## config.mk

```make
export PLATFORM = sky130hd
export DESIGN_NAME = text_console_writer_core
export DESIGN_NICKNAME = d
export VERILOG_FILES = /design/src/tcw_pkg.sv /design/src/tcw_in_stage.sv /design/src/tcw_engine.sv /design/src/tcw_cmd_queue.sv /design/src/text_console_writer_core.sv
export SDC_FILE = /design/constraint.sdc
export NUM_CORES = 1
export LEC_CHECK = 0
export ABC_CLOCK_PERIOD_IN_PS = 6900
export BUFFER_PORTS_ARGS = -buffer_cell sky130_fd_sc_hd__buf_4
export CORE_MARGIN = 8
export CORE_UTILIZATION = 60
export CTS_BUF_LIST = sky130_fd_sc_hd__clkbuf_4 sky130_fd_sc_hd__clkbuf_8 sky130_fd_sc_hd__clkbuf_16
export CTS_CLUSTER_DIAMETER = 120
export DETAILED_ROUTE_END_ITERATION = 8
export GPL_TIMING_DRIVEN = 0
export HOLD_SLACK_MARGIN = 0.02
export PLACE_DENSITY = 0.76
export SETUP_SLACK_MARGIN = 0.5
export SLEW_MARGIN = 40
export SYNTH_ARGS = -nofsm -noshare
export SYNTH_HDL_FRONTEND = slang
export SYNTH_HIERARCHICAL = 1
export SYNTH_SLANG_ARGS = --single-unit
```

## constraint.sdc

```tcl
create_clock -name clock -period 6.9 [get_ports clock]
set_input_delay 1.035 -clock clock [delete_from_list [all_inputs] [get_ports clock]]
set_output_delay 1.035 -clock clock [all_outputs]
set_load 0.005 [all_outputs]
```

## src/tcw_pkg.sv

```systemverilog
package tcw_pkg;

   // Default geometry of the console.
   localparam int DEF_COLUMNS      = 80;
   localparam int DEF_ROWS         = 25;
   localparam int DEF_MEMORY_CELLS = 8192;

   // Fixed field widths of the channels.
   localparam int CHAR_W  = 8;
   localparam int ATTR_W  = 8;
   localparam int CELL_W  = 16;
   localparam int ADDR_W  = 13;
   localparam int INDEX_W = 2;

   // Command slots in the order they are delivered.
   localparam int NUM_SLOTS = 5;

   // Reset values of the configuration registers.
   localparam logic [ATTR_W-1:0] RESET_TEXT_ATTR  = 8'h07;
   localparam logic [CELL_W-1:0] RESET_ERASE_CELL = 16'h0720;

   // Configuration register indexes.
   localparam logic [INDEX_W-1:0] CSR_TEXT_ATTR  = 2'd0;
   localparam logic [INDEX_W-1:0] CSR_ERASE_CELL = 2'd1;

   // Control bytes.
   localparam logic [CHAR_W-1:0] CH_NUL = 8'h00;
   localparam logic [CHAR_W-1:0] CH_BEL = 8'h07;
   localparam logic [CHAR_W-1:0] CH_BS  = 8'h08;
   localparam logic [CHAR_W-1:0] CH_HT  = 8'h09;
   localparam logic [CHAR_W-1:0] CH_LF  = 8'h0A;
   localparam logic [CHAR_W-1:0] CH_VT  = 8'h0B;
   localparam logic [CHAR_W-1:0] CH_FF  = 8'h0C;
   localparam logic [CHAR_W-1:0] CH_CR  = 8'h0D;
   localparam logic [CHAR_W-1:0] CH_DEL = 8'h7F;

   typedef enum logic [2:0] {
      OP_WRITE      = 3'd0,
      OP_FILL_ROW   = 3'd1,
      OP_COPY       = 3'd2,
      OP_SET_START  = 3'd3,
      OP_SET_CURSOR = 3'd4,
      OP_FILL_ALL   = 3'd5
   } op_type;

   typedef struct packed {
      logic              kind;
      logic [CHAR_W-1:0] char_byte;
      logic              last_in;
   } item_type;

   typedef struct packed {
      op_type            op;
      logic [ADDR_W-1:0] addr;
      logic [CELL_W-1:0] data;
   } cmd_type;

   typedef struct packed {
      cmd_type [NUM_SLOTS-1:0] cmd;
      logic    [NUM_SLOTS-1:0] en;
   } bundle_type;

endpackage

```

## src/tcw_in_stage.sv

```systemverilog
module tcw_in_stage (
   input  logic              clock,
   input  logic              reset,
   input  logic              req_valid,
   output logic              req_ready,
   input  tcw_pkg::item_type req_item,
   input  logic              slot_free,
   output logic              take,
   output tcw_pkg::item_type item
);
   import tcw_pkg::*;

   logic     valid_ff;
   logic     valid_in;
   item_type item_ff;

   // The held item moves on as soon as the command buffer can take its commands.
   assign take      = valid_ff && slot_free;
   assign req_ready = !valid_ff || slot_free;
   assign item      = item_ff;

   always_comb begin
      valid_in = valid_ff;
      if (req_valid && req_ready) begin
         valid_in = 1'b1;
      end else if (take) begin
         valid_in = 1'b0;
      end
   end

   always_ff @(posedge clock) begin
      if (reset) begin
         valid_ff <= 1'b0;
      end else begin
         valid_ff <= valid_in;
      end
   end

   always_ff @(posedge clock) begin
      if (req_valid && req_ready) begin
         item_ff <= req_item;
      end
   end

endmodule

```

## src/tcw_engine.sv

```systemverilog
module tcw_engine #(
   parameter int COLUMNS      = tcw_pkg::DEF_COLUMNS,
   parameter int ROWS         = tcw_pkg::DEF_ROWS,
   parameter int MEMORY_CELLS = tcw_pkg::DEF_MEMORY_CELLS
) (
   input  logic                        clock,
   input  logic                        reset,
   input  logic                        take,
   input  tcw_pkg::item_type           item,
   input  logic [tcw_pkg::ATTR_W-1:0]  text_attr,
   input  logic [tcw_pkg::CELL_W-1:0]  erase_cell,
   output tcw_pkg::bundle_type         bundle
);
   import tcw_pkg::*;

   localparam int AW     = $clog2(MEMORY_CELLS);
   localparam int COL_W  = $clog2(COLUMNS + 1);
   localparam int ROW_W  = $clog2(ROWS);
   localparam int SUM_W  = AW + 2;
   localparam int SCREEN = COLUMNS * ROWS;

   localparam logic [AW:0]      MEM_P      = (AW+1)'(MEMORY_CELLS);
   localparam logic [AW:0]      COL_P      = (AW+1)'(COLUMNS);
   localparam logic [AW-1:0]    COL_A      = AW'(COLUMNS);
   localparam logic [AW-1:0]    CELL_TOP   = AW'(MEMORY_CELLS - 1);
   localparam logic [AW-1:0]    SCREEN_A   = AW'(SCREEN % MEMORY_CELLS);
   localparam logic [SUM_W-1:0] SCROLL_LIM = SUM_W'(SCREEN + COLUMNS);
   localparam logic [SUM_W-1:0] MEM_S      = SUM_W'(MEMORY_CELLS);
   localparam logic [COL_W-1:0] COL_MAX    = COL_W'(COLUMNS);
   localparam logic [ROW_W-1:0] ROW_LAST   = ROW_W'(ROWS - 1);

   logic [AW-1:0]    start_ff, start_in;
   logic [AW-1:0]    cursor_ff, cursor_in;
   logic [COL_W-1:0] column_ff, column_in;
   logic [ROW_W-1:0] row_ff, row_in;

   logic             printable;
   logic             wrap;
   logic             do_down;
   logic             at_bottom;
   logic             rebase;
   logic [AW-1:0]    start_scr;
   logic [AW-1:0]    fill_addr;
   logic [AW:0]      diff;
   logic [AW-1:0]    rebased;
   logic [AW-1:0]    cursor_dn;
   logic [ROW_W-1:0] row_dn;
   logic [AW-1:0]    start_dn;
   logic [ROW_W-1:0] ls_row;
   logic [AW-1:0]    ls_start;
   logic [AW:0]      row_off;
   logic [AW:0]      row_off_m;
   logic [AW-1:0]    ls_cursor;
   logic [AW-1:0]    cursor_dec;
   logic [AW-1:0]    print_pos;

   // Sum of two cells modulo the memory size; both operands are below it.
   function automatic logic [AW-1:0] add_mod(input logic [AW-1:0] a, input logic [AW-1:0] b);
      logic [AW:0] s;
      s = {1'b0, a} + {1'b0, b};
      if (s >= MEM_P) begin
         s = s - MEM_P;
      end
      return s[AW-1:0];
   endfunction

   always_comb begin
      case (item.char_byte)
         CH_NUL, CH_BEL, CH_HT, CH_VT, CH_BS, CH_LF, CH_FF, CH_CR, CH_DEL: begin
            printable = 1'b0;
         end
         default: begin
            printable = 1'b1;
         end
      endcase
   end

   assign wrap      = printable && (column_ff >= COL_MAX);
   assign do_down   = (item.char_byte == CH_LF) || (item.char_byte == CH_FF) || wrap;
   assign at_bottom = (row_ff == ROW_LAST);

   // A scroll below the end of memory first moves the screen back to cell zero.
   assign rebase    = (SUM_W'(start_ff) + SCROLL_LIM) >= MEM_S;
   assign start_scr = rebase ? COL_A : start_ff + COL_A;
   assign fill_addr = rebase ? SCREEN_A : AW'(SUM_W'(start_ff) + SUM_W'(SCREEN));

   always_comb begin
      diff = {1'b0, cursor_ff} - {1'b0, start_ff};
      if (cursor_ff < start_ff) begin
         diff = diff + MEM_P;
      end
   end
   assign rebased = diff[AW-1:0];

   assign cursor_dn = add_mod((at_bottom && rebase) ? rebased : cursor_ff, COL_A);
   assign row_dn    = at_bottom ? row_ff : row_ff + ROW_W'(1);
   assign start_dn  = at_bottom ? start_scr : start_ff;

   // Start of the cursor's line, after any move down.
   assign ls_row    = do_down ? row_dn : row_ff;
   assign ls_start  = do_down ? start_dn : start_ff;
   assign row_off   = (AW+1)'(ls_row) * COL_P;
   assign row_off_m = (row_off >= MEM_P) ? row_off - MEM_P : row_off;
   assign ls_cursor = add_mod(ls_start, row_off_m[AW-1:0]);

   assign cursor_dec = (cursor_ff == '0) ? CELL_TOP : cursor_ff - AW'(1);
   assign print_pos  = wrap ? ls_cursor : cursor_ff;

   always_comb begin
      start_in  = start_ff;
      cursor_in = cursor_ff;
      column_in = column_ff;
      row_in    = row_ff;
      bundle    = '0;

      if (item.kind) begin
         start_in  = '0;
         cursor_in = '0;
         column_in = '0;
         row_in    = '0;
         bundle.cmd[0] = '{op: OP_SET_CURSOR, addr: '0, data: '0};
         bundle.cmd[1] = '{op: OP_SET_START, addr: '0, data: '0};
         bundle.cmd[2] = '{op: OP_FILL_ALL, addr: '0, data: erase_cell};
         bundle.en     = NUM_SLOTS'(3'b111);
      end else begin
         if (do_down && at_bottom) begin
            bundle.cmd[0] = '{op: OP_COPY, addr: '0, data: CELL_W'(start_ff)};
            bundle.cmd[1] = '{op: OP_FILL_ROW, addr: ADDR_W'(fill_addr), data: erase_cell};
            bundle.cmd[2] = '{op: OP_SET_START, addr: ADDR_W'(start_scr), data: '0};
            bundle.en[0]  = rebase;
            bundle.en[1]  = 1'b1;
            bundle.en[2]  = 1'b1;
         end

         case (item.char_byte)
            CH_NUL, CH_BEL, CH_HT, CH_VT: begin
            end
            CH_BS: begin
               if (column_ff != '0) begin
                  column_in     = column_ff - COL_W'(1);
                  cursor_in     = cursor_dec;
                  bundle.cmd[3] = '{op: OP_WRITE, addr: ADDR_W'(cursor_dec), data: erase_cell};
                  bundle.en[3]  = 1'b1;
               end
            end
            CH_LF: begin
               start_in  = start_dn;
               row_in    = row_dn;
               cursor_in = ls_cursor;
               column_in = '0;
            end
            CH_FF: begin
               start_in  = start_dn;
               row_in    = row_dn;
               cursor_in = cursor_dn;
            end
            CH_CR: begin
               cursor_in = ls_cursor;
               column_in = '0;
            end
            CH_DEL: begin
               bundle.cmd[3] = '{op: OP_WRITE, addr: ADDR_W'(cursor_ff), data: erase_cell};
               bundle.en[3]  = 1'b1;
            end
            default: begin
               if (wrap) begin
                  start_in  = start_dn;
                  row_in    = row_dn;
                  column_in = COL_W'(1);
               end else begin
                  column_in = column_ff + COL_W'(1);
               end
               cursor_in     = add_mod(print_pos, AW'(1));
               bundle.cmd[3] = '{op: OP_WRITE, addr: ADDR_W'(print_pos),
                                 data: {text_attr, item.char_byte}};
               bundle.en[3]  = 1'b1;
            end
         endcase

         if (item.last_in) begin
            bundle.cmd[4] = '{op: OP_SET_CURSOR, addr: ADDR_W'(cursor_in), data: '0};
            bundle.en[4]  = 1'b1;
         end
      end
   end

   always_ff @(posedge clock) begin
      if (reset) begin
         start_ff  <= '0;
         cursor_ff <= '0;
         column_ff <= '0;
         row_ff    <= '0;
      end else if (take) begin
         start_ff  <= start_in;
         cursor_ff <= cursor_in;
         column_ff <= column_in;
         row_ff    <= row_in;
      end
   end

endmodule

```

## src/tcw_cmd_queue.sv

```systemverilog
module tcw_cmd_queue (
   input  logic                       clock,
   input  logic                       reset,
   input  logic                       load,
   input  tcw_pkg::bundle_type        bundle,
   output logic                       slot_free,
   output logic                       rsp_valid,
   input  logic                       rsp_ready,
   output tcw_pkg::op_type            rsp_op,
   output logic [tcw_pkg::ADDR_W-1:0] rsp_cell_addr,
   output logic [tcw_pkg::CELL_W-1:0] rsp_cell_data,
   output logic                       rsp_last_of_run
);
   import tcw_pkg::*;

   cmd_type [NUM_SLOTS-1:0] cmd_ff;
   logic    [NUM_SLOTS-1:0] en_ff, en_in;
   logic    [NUM_SLOTS-1:0] sel;
   logic    [NUM_SLOTS-1:0] rest;
   cmd_type                 cur;
   logic                    fire;

   // The earliest enabled slot is the command on offer.
   assign sel  = en_ff & (~en_ff + NUM_SLOTS'(1));
   assign rest = en_ff & ~sel;

   always_comb begin
      cur = '0;
      for (int i = 0; i < NUM_SLOTS; i++) begin
         if (sel[i]) begin
            cur = cmd_ff[i];
         end
      end
   end

   assign rsp_valid       = (en_ff != '0);
   assign rsp_op          = cur.op;
   assign rsp_cell_addr   = cur.addr;
   assign rsp_cell_data   = cur.data;
   assign rsp_last_of_run = (rest == '0);

   assign fire      = rsp_valid && rsp_ready;
   assign slot_free = !rsp_valid || (fire && (rest == '0));

   always_comb begin
      en_in = en_ff;
      if (load) begin
         en_in = bundle.en;
      end else if (fire) begin
         en_in = rest;
      end
   end

   always_ff @(posedge clock) begin
      if (reset) begin
         en_ff <= '0;
      end else begin
         en_ff <= en_in;
      end
   end

   always_ff @(posedge clock) begin
      if (load) begin
         cmd_ff <= bundle.cmd;
      end
   end

endmodule

```

## src/text_console_writer_core.sv

```systemverilog
// Console byte writer: an input transaction is taken every cycle while each leaves at most
// one command and the receiver takes each command; its first command is offered after the
// input register and then the command buffer register, which waits until the buffer is free.
// A transaction with n commands (five at most) holds the buffer and the input until the last is taken.
// Synchronous active-high reset clears the cursor, start cell, column, row and the queues,
// and sets text_attr to 0x07 and erase_cell to 0x0720.
module text_console_writer_core #(
   parameter int COLUMNS      = tcw_pkg::DEF_COLUMNS,
   parameter int ROWS         = tcw_pkg::DEF_ROWS,
   parameter int MEMORY_CELLS = tcw_pkg::DEF_MEMORY_CELLS
) (
   input  logic                        clock,
   input  logic                        reset,
   input  logic                        req_valid,
   output logic                        req_ready,
   input  logic                        req_kind,
   input  logic [tcw_pkg::CHAR_W-1:0]  req_char_byte,
   input  logic                        req_last_in,
   output logic                        rsp_valid,
   input  logic                        rsp_ready,
   output tcw_pkg::op_type             rsp_op,
   output logic [tcw_pkg::ADDR_W-1:0]  rsp_cell_addr,
   output logic [tcw_pkg::CELL_W-1:0]  rsp_cell_data,
   output logic                        rsp_last_of_run,
   input  logic                        csr_valid,
   output logic                        csr_ready,
   input  logic [tcw_pkg::INDEX_W-1:0] csr_index,
   input  logic [tcw_pkg::CELL_W-1:0]  csr_wdata
);
   import tcw_pkg::*;

   logic [ATTR_W-1:0] text_attr_ff;
   logic [CELL_W-1:0] erase_cell_ff;
   item_type          req_item;
   item_type          item;
   logic              take;
   logic              slot_free;
   bundle_type        bundle;

   assign csr_ready = 1'b1;

   always_ff @(posedge clock) begin
      if (reset) begin
         text_attr_ff  <= RESET_TEXT_ATTR;
         erase_cell_ff <= RESET_ERASE_CELL;
      end else if (csr_valid && csr_ready) begin
         case (csr_index)
            CSR_TEXT_ATTR: begin
               text_attr_ff <= csr_wdata[ATTR_W-1:0];
            end
            CSR_ERASE_CELL: begin
               erase_cell_ff <= csr_wdata;
            end
            default: begin
            end
         endcase
      end
   end

   assign req_item = '{kind: req_kind, char_byte: req_char_byte, last_in: req_last_in};

   tcw_in_stage u_in_stage (
      .clock     (clock),
      .reset     (reset),
      .req_valid (req_valid),
      .req_ready (req_ready),
      .req_item  (req_item),
      .slot_free (slot_free),
      .take      (take),
      .item      (item)
   );

   tcw_engine #(
      .COLUMNS      (COLUMNS),
      .ROWS         (ROWS),
      .MEMORY_CELLS (MEMORY_CELLS)
   ) u_engine (
      .clock      (clock),
      .reset      (reset),
      .take       (take),
      .item       (item),
      .text_attr  (text_attr_ff),
      .erase_cell (erase_cell_ff),
      .bundle     (bundle)
   );

   tcw_cmd_queue u_cmd_queue (
      .clock           (clock),
      .reset           (reset),
      .load            (take),
      .bundle          (bundle),
      .slot_free       (slot_free),
      .rsp_valid       (rsp_valid),
      .rsp_ready       (rsp_ready),
      .rsp_op          (rsp_op),
      .rsp_cell_addr   (rsp_cell_addr),
      .rsp_cell_data   (rsp_cell_data),
      .rsp_last_of_run (rsp_last_of_run)
   );

endmodule

```

==> results by group, run 1 <==
Outcome
  • Status: completed

Cells and area
  • Layout Nets: 1688
  • Design area: 0.0169 mm²
  • Share of layout cells above drive strength 1: 20.8%
  • Area grow syn2layout: 13.8%

Timing
  • Worst-Margin Slew: 776 ps
  • Fin crit share: 89.4%
  • Fmax: 0.162 GHz
  • Final TNS setup: 0 ps
  • RSZ-0062 raised after global routing: no
  • Final max-slew violation count: 0
  • Relative slew slack: 48.3%
  • Clock Skew: 19.2 ps
  • Minimum clock period: 6170 ps
  • Final Setup Violations: 0
  • Fin. Hold Viols: 0

Global route
  • GRT Total Usage: 28.4%
  • Vias in the first global route: 11.6k
  • Largest net degree at the start of global routing: 41
  • Overflow after GRT: 0
  • Initial antenna violation count: 1
  • First-pass GRT wire length: 67300 µm

Synth
  • Synth Area in Simple Gates: 16.0%
  • Distinct cells, synth: 90
  • Main combinational cell family by area after synthesis: compound AO/OA/AOI/OAI gates
  • Post-synth top area share: 34.5%
  • Synthesis-stage register bit count: 238
  • Post-synth EDFFs: 170
  • Mapped Area: 0.0148 mm²
  • Post-synth ARST share: 0%
  • Synth Instances: 1478
  • Area share of fa/ha/maj cells after synthesis: 3.53%
  • Syn Area/Cell: 10.0 µm²
  • Mux share of post-synthesis cell area: 6.76%
  • Cell with the most instances after synthesis: edfxtp_1
  • Top cells by area, synth: edfxtp_1, dfxtp_1, mux2i_1, nor2_1, ha_1
  • Synth top cells by count: edfxtp_1, nor2_1, nand2_1, a21oi_1, dfxtp_1
  • Warnings from Yosys: 6
  • Dominant cell type by area after synthesis: edfxtp_1
  • Complex-gate fraction of the synthesized area: 19.7%
  • XOR/XNOR share of the synthesized area: 2.66%
  • Most used DFF post-synth: edfxtp_1
  • Register area share after synthesis: 43.6%

Routing
  • Initial DRC count: 1227
  • DR vias/cell: 6.18
  • WL final: 43900 µm
  • Vias: 12.1k
  • First drt pass iteration count: 7
  • Routed len/inst: 22.4 µm
  • DRT antenna net count: 0
  • Drt drc: 0

Clock network
  • Root Driver: clkbuf_16
  • Bufs on Longest Clock Path: 3
  • Clock Latency Late Sink: 550 ps
  • Clock slew at reported path FFs: 60 ps
  • CTS Buf Count: 26
  • CTS tree: yes
  • # H-tree levels: 1
  • Num Clock Sinks: 238

Power and ir drop
  • Tot Pwr: 0.00338 W
  • LEAKAGE: 6.56 nW
  • Power per Cell Area: 201 mW/mm²
  • Peak supply drop: 178 µV

Setup path
  • Arrival time of the worst setup path: 6470 ps
  • Worst setup SP type: flop
  • Worst-path fanout max: 7
  • Worst EP required: 7210 ps
  • CP endpoint kind: flop
  • R2R depth: 18
  • Type of the worst setup path: reg2reg

Worst hold path
  • Worst min-delay path category: reg2reg
  • Hold path depth: 2

Floorplan
  • Die area: 0.0300 mm²
  • Die W: 173 µm
  • Starting Density: 60.9%
  • Cell Rows: 57
  • Die Ht: 173 µm
  • Core Footprint: 0.0243 mm²
  • I/O pins: 69

Placed design
  • DP Area: 0.0160 mm²
  • Placer Congestion: 0.961
  • Input/output buffers: 67
  • HPWL after DPL: 33200 µm

Run
  • Max-cap viol count: 0
[per-stage QoR]
stage                     worst slack, ps  hold WS, ps  std cells  utilization [%]
final                                 735          502       1960             69.3
after CTS                             523          498       1959             69.2
after floorplan                      1590          449       1516                -
after global routing                  497          535       1959             69.3
after detailed placement              544          489       1911             65.6
after global placement               -308          476       1907             65.2
[area by class of cell]
cell class	count	area (µm²)
flip-flops and latches	238	6470
inverters	44	165
diodes	1	2.50
repair buffers	71	583
clock inverters	12	125
clock buffers	36	744
multi-input cells	1073	7390
fillers	1855	7460
well taps	324	405
plain buffers	161	982
[path summary, 6_finish.rpt]
check	start	endpoint	slack, ps
setup / recovery	u_in_stage/item[5]	u_cmd_queue/cmd_ff[156]	730
hold / removal	u_engine/column_ff[6]	u_engine/column_ff[6]	500
setup reg to reg	u_in_stage/item[5]	u_cmd_queue/cmd_ff[156]	730
hold reg to reg	u_engine/column_ff[6]	u_engine/column_ff[6]	500
[logic make-up (layout without fill, tap and decap cells)]
family | Yosys count | in the layout
simple gates | 462 | 462
xor+xnor | 45 | 45
fa+ha+maj | 40 | 40
buf+inv | 205 | 324
flops | 238 | 238
other cells | 2 | 41
compound gates | 390 | 390
mux | 96 | 96
[cells in the final DEF, fill, tap and decap left out, types with 27 or more instances in the layout]
| master | netlist | routed |
|---|---|---|
| a32oi_1 | 36 | 36 |
| nand2b_1 | 36 | 36 |
| a211oi_2 | 30 | 29 |
| mux2i_1 | 64 | 64 |
| conb_1 | 2 | 40 |
| and2_1 | 50 | 50 |
| o21ai_2 | 29 | 29 |
| o21ai_0 | 65 | 64 |
| buf_4 | 61 | 128 |
| nand2_1 | 71 | 71 |
| a22oi_1 | 29 | 29 |
| clkbuf_1 | 57 | 57 |
| nor2_1 | 162 | 162 |
| ha_1 | 37 | 37 |
| nor3_1 | 28 | 27 |
| inv_1 | 43 | 43 |
| xnor2_1 | 30 | 30 |
| mux2_2 | 32 | 32 |
| edfxtp_1 | 170 | 170 |
| dfxtp_1 | 68 | 68 |
| a21oi_1 | 70 | 70 |
[power by group]
part / total [W] / switching [W] / internal [W]
logic: 0.000366 / 0.000210 / 0.000155
registers: 0.00161 / 0.0000267 / 0.00159
clock network: 0.00140 / 0.000573 / 0.000831
[metal layers]
metal | share of wire [%] | wire length [µm] | global-route usage [%]
met1 | 42 | 18600 | 38.4
met3 | 8.6 | 3750 | 4.68
met2 | 46 | 20300 | 45.8
met5 | 0 | 0 | 0
met4 | 2.8 | 1230 | 9.09
[state kept, by name, indices dropped and copies added, names as in the netlist]
signal,cells
u_engine/column_ff,7
u_engine/start_ff,13
u_in_stage/valid_ff,1
u_engine/row_ff,5
u_cmd_queue/en_ff,5
erase_cell_ff,16
text_attr_ff,8
u_engine/cursor_ff,13
u_in_stage/item,10
u_cmd_queue/cmd_ff,160
[critical path, cell delays in order, from the launching register on]
cell	delay, ps
edfxtp_1	470
or4_4	570
a211oi_4	430
o31a_2	400
nor2_1	160
o21ai_1	310
ha_1	300
ha_1	240
fa_1	480
ha_1	400
and2_1	170
a31oi_1	60
a32oi_1	360
nand3_1	190
o31a_1	350
or4_1	400
mux2_2	300
o31a_1	170
and2_1	180
[what timing repair did]
action,4_1_cts,5_1_grt
setup buffers,0,0
hold buffers,0,0
gates resized for setup,0,4
endpoints found under the setup margin,0,5
endpoints found under the hold margin,0,0
(Power assumes the default switching activity.)
==> run 2, diff against run 1 <==
--- a/config.mk
+++ b/config.mk
@@ -5,6 +5,7 @@
 export SDC_FILE = /design/constraint.sdc
 export NUM_CORES = 1
 export LEC_CHECK = 0
+export ABC_AREA = 1
 export ABC_CLOCK_PERIOD_IN_PS = 6900
 export BUFFER_PORTS_ARGS = -buffer_cell sky130_fd_sc_hd__buf_4
 export CORE_MARGIN = 8
@@ -15,6 +16,7 @@
 export GPL_TIMING_DRIVEN = 0
 export HOLD_SLACK_MARGIN = 0.02
 export PLACE_DENSITY = 0.76
+export RECOVER_POWER = 25
 export SETUP_SLACK_MARGIN = 0.5
 export SLEW_MARGIN = 40
 export SYNTH_ARGS = -nofsm -noshare
==> run 2 against run 1 <==
Compared with the run above:
- the flow now finishes with violations (capacitance limit, slew limit)
- hold slack got worse by 42 ps
- synthesized cell count increased by 24%
- setup slack improved by 350 ps
- clock power decreased by 3%
- sequential cell count unchanged
- final area decreased by 3.7%
- critical path type unchanged
- largest cell class is now flip-flops and latches
- largest power group unchanged
==> results by group, run 2 <==
Cells and area
  • Commonest non-fill, non-tap cell in the layout: nand2_1
  • Biggest regs: u_cmd_queue/cmd_ff (160), erase_cell_ff (16)
  • Commonest cells after routing, fill and taps aside: nand2_1, inv_1, edfxtp_1
  • Area grow syn2layout: 13.4%
  • Post-Layout Cell Count: 2310 (+18%)
  • Most flop-heavy register: u_cmd_queue/cmd_ff
  • Share of layout cells above drive strength 1: 12.9% (-7.9 points)
  • N_diodes: 0 (-1)
  • Layout Nets: 2044 (+21%)
  • Number of flip-flops in the largest register: 160 (unchanged)

Routing
  • Drt drc: 0 (unchanged)
  • Initial DRC count: 1563 (+27%)
  • DR vias/cell: 5.66 (-8.4%)
  • Vias: 13.1k (+8.0%)
  • Routed len/inst: 18.4 µm (-18%)
  • WL final: 42600 µm (-2.9%)
  • DRT antenna net count: 0 (unchanged)
  • First drt pass iteration count: 6 (-1)

Run
  • Max-cap viol count: 1 (+1)

Worst hold path
  • Worst min-delay path category: reg2reg

Setup path
  • CP max stage cell: clkinvlp_2
  • Critical-path cell list: buf_6 > nor2_1 > nand3_4 > nand2_2 > o21ai_0 > nand2_1 > clkinvlp_2 > buf_16 > buf_16 > inv_1 > nor2_1 > inv_1 > nor2_1 > clkbuf_1 > nand2_1 > a21oi_1
  • Worst setup SP type: flop
  • Crit path buf inv count: 7 (+7)
  • CP most frequent cell: nor2_1
  • Arrival time of the worst setup path: 6210 ps (-260 ps)
  • Type of the worst setup path: reg2reg
  • Highest cell delay on the worst timing path: 1750 ps (+1180 ps)
  • CP delay by family, top: buffers and inverters
  • Worst-path fanout max: 57 (+50)
  • Worst EP required: 7290 ps (+80 ps)
  • CP endpoint kind: flop

Synth
  • Syn Area/Cell: 7.80 µm² (-22%)
  • Post-synth EDFFs: 170 (unchanged)
  • Warnings from Yosys: 6 (unchanged)
  • Synth top cells by count: nand2_1, inv_1, edfxtp_1, nand3_1, nor2_1
  • Post-synth top area share: 35.6% (+1.2 points)
  • Dominant cell type by area after synthesis: edfxtp_1
  • Synth Instances: 1837 (+24%)
  • Cell with the most instances after synthesis: nand2_1
  • Register area share after synthesis: 45.2% (+1.5 points)
  • Most used DFF post-synth: edfxtp_1
  • Distinct cells, synth: 53 (-41%)
  • Top cells by area, synth: edfxtp_1, nand2_1, dfxtp_1, nand3_1, inv_1
  • Post-synth ARST share: 0% (unchanged)
  • Synthesis-stage register bit count: 238 (unchanged)
  • Mapped Area: 0.0143 mm² (-3.3%)

Timing
  • Minimum clock period: 5810 ps (-352 ps)
  • Worst-Margin Slew: 2320 ps (+1550 ps)
  • Fin. Hold Viols: 0 (unchanged)
  • Final max-slew violation count: 54 (+54)
  • Fmax: 0.172 GHz (+6.1%)
  • Final TNS setup: 0 ps (unchanged)
  • Clock Skew: 16.5 ps (-2.72 ps)
  • Final Setup Violations: 0 (unchanged)
  • Relative slew slack: -55.7% (-100 points)
  • Fin crit share: 84.2% (-5.1 points)
  • RSZ-0062 raised after global routing: no

Outcome
  • Failing checks: capacitance limit, slew limit
  • Status: complete, but fails checks

Floorplan
  • Starting Density: 61.0% (+0.088 points)
  • Die W: 170 µm (-1.5%)
  • Die Ht: 170 µm (-1.5%)
  • Die area: 0.0291 mm² (-3.0%)
  • I/O pins: 69 (unchanged)
  • Cell Rows: 56 (-1.8%)
  • Core Footprint: 0.0235 mm² (-3.5%)

Clock network
  • Quantity of gates resized following cts: 0 (unchanged)
  • CTS Hold Bufs: 0 (unchanged)
  • CTS Buf Count: 26 (unchanged)
  • Root Driver: clkbuf_16
  • Clock slew at reported path FFs: 60 ps (about the same)
  • Bufs on Longest Clock Path: 3 (unchanged)
  • Number of setup buffers added after CTS: 0 (unchanged)
  • CTS tree: yes
  • Clock Latency Late Sink: 540 ps (about the same)
  • # H-tree levels: 1 (unchanged)
  • Num Clock Sinks: 238 (unchanged)

Global route
  • Initial antenna violation count: 1 (unchanged)
  • Vias in the first global route: 12.1k (+4.5%)
  • GRT Total Usage: 28.9% (+0.56 points)
  • Largest net degree at the start of global routing: 58 (+41%)
  • First-pass GRT wire length: 65600 µm (-2.6%)
  • Overflow after GRT: 0 (unchanged)

Placed design
  • HPWL after DPL: 32300 µm (-2.8%)
  • Placer Congestion: 1.01 (+5.5%)
  • Placed instance count: 2262 (+18%)
  • Input/output buffers: 66 (-1.5%)

Power and ir drop
  • Peak supply drop: 215 µV (+21%)
  • LEAKAGE: 7.31 nW (+11%)
  • Power per Cell Area: 281 mW/mm² (+40%)
==> run 2: cell count changes after synthesis, sizes merged, moves of 23 or more <==
| cell | delta |
|---|---|
| a32oi | -36 |
| a22oi | -28 |
| nand2 | +469 |
| a21oi | +62 |
| mux2i | -64 |
| xnor2 | -23 |
| a211oi | -44 |
| inv | +157 |
| mux2 | -32 |
| nand3 | +145 |
| nand2b | -37 |
| and2 | -52 |
==> run 2: through the flow <==
stage          worst slack, ps  hold slack, ps  total power [W]  area [µm²]  util [%]
4_1_cts                   1450             460          0.00456       16300      69.3
5_1_grt                    570             486          0.00476       16200      69.2
3_5_place_dp              1480             445          0.00321       15400      65.7
6_report                  1090             461          0.00456       16200      69.2
3_3_place_gp             -2200             441          0.00321       15400      65.4
2_1_floorplan              503             429          0.00268       14500         -
==> run 2: layout make-up <==
| type | instances | area, µm² |
|---|---|---|
| Fill cell | 1975 | 7230 |
| Clock inverter | 15 | 123 |
| Sequential cell | 238 | 6470 |
| Clock buffer | 33 | 716 |
| Timing Repair Buffer | 68 | 543 |
| Tap cell | 319 | 399 |
| Buffer | 127 | 788 |
| Inverter | 206 | 774 |
| Multi-Input combinational cell | 1304 | 6430 |
==> run 2: metal layers <==
metal | vias up | routed length [µm] | global-route usage [%]
li1 | 6242 | - | -
met1 | 6050 | 18000 | 40.3
met2 | 679 | 18900 | 45.5
met3 | 105 | 4320 | 4.29
met4 | 0 | 1400 | 9.95
met5 | - | 0 | 0
==> run 2: worst min-delay path, delay by kind of cell (launching register included) <==
kind          cells  cell delay, ps
flops             1             330
simple gates      2             100
==> run 2: final timing paths <==
kind	from	depth (start not counted)	slack [ps]	end
max	u_cmd_queue/en_ff[0]	16	1090	u_engine/start_ff[4]
min	text_attr_ff[0]	2	460	text_attr_ff[0]
max reg2reg	u_cmd_queue/en_ff[0]	16	1090	u_engine/start_ff[4]
min reg2reg	text_attr_ff[0]	2	460	text_attr_ff[0]
==> run 2: cell families after synthesis <==
group	Yosys count	share of synthesized area, %
buffers and inverters	333	10.9
other	2	0.0524
and+or+nand+nor	932	28.0
adders and majority gates	40	3.65
DFF	238	45.2
AOI/OAI and AO/OA	262	10.3
xor gates and xnor gates	30	1.83
==> run 2: power breakdown <==
group	internal, W	switching, W	leakage, nW	total (W)
clock network	0.000775	0.000583	0.410	0.00136
registers	0.00182	0.0000839	2.16	0.00190
logic	0.000469	0.000832	4.73	0.00130
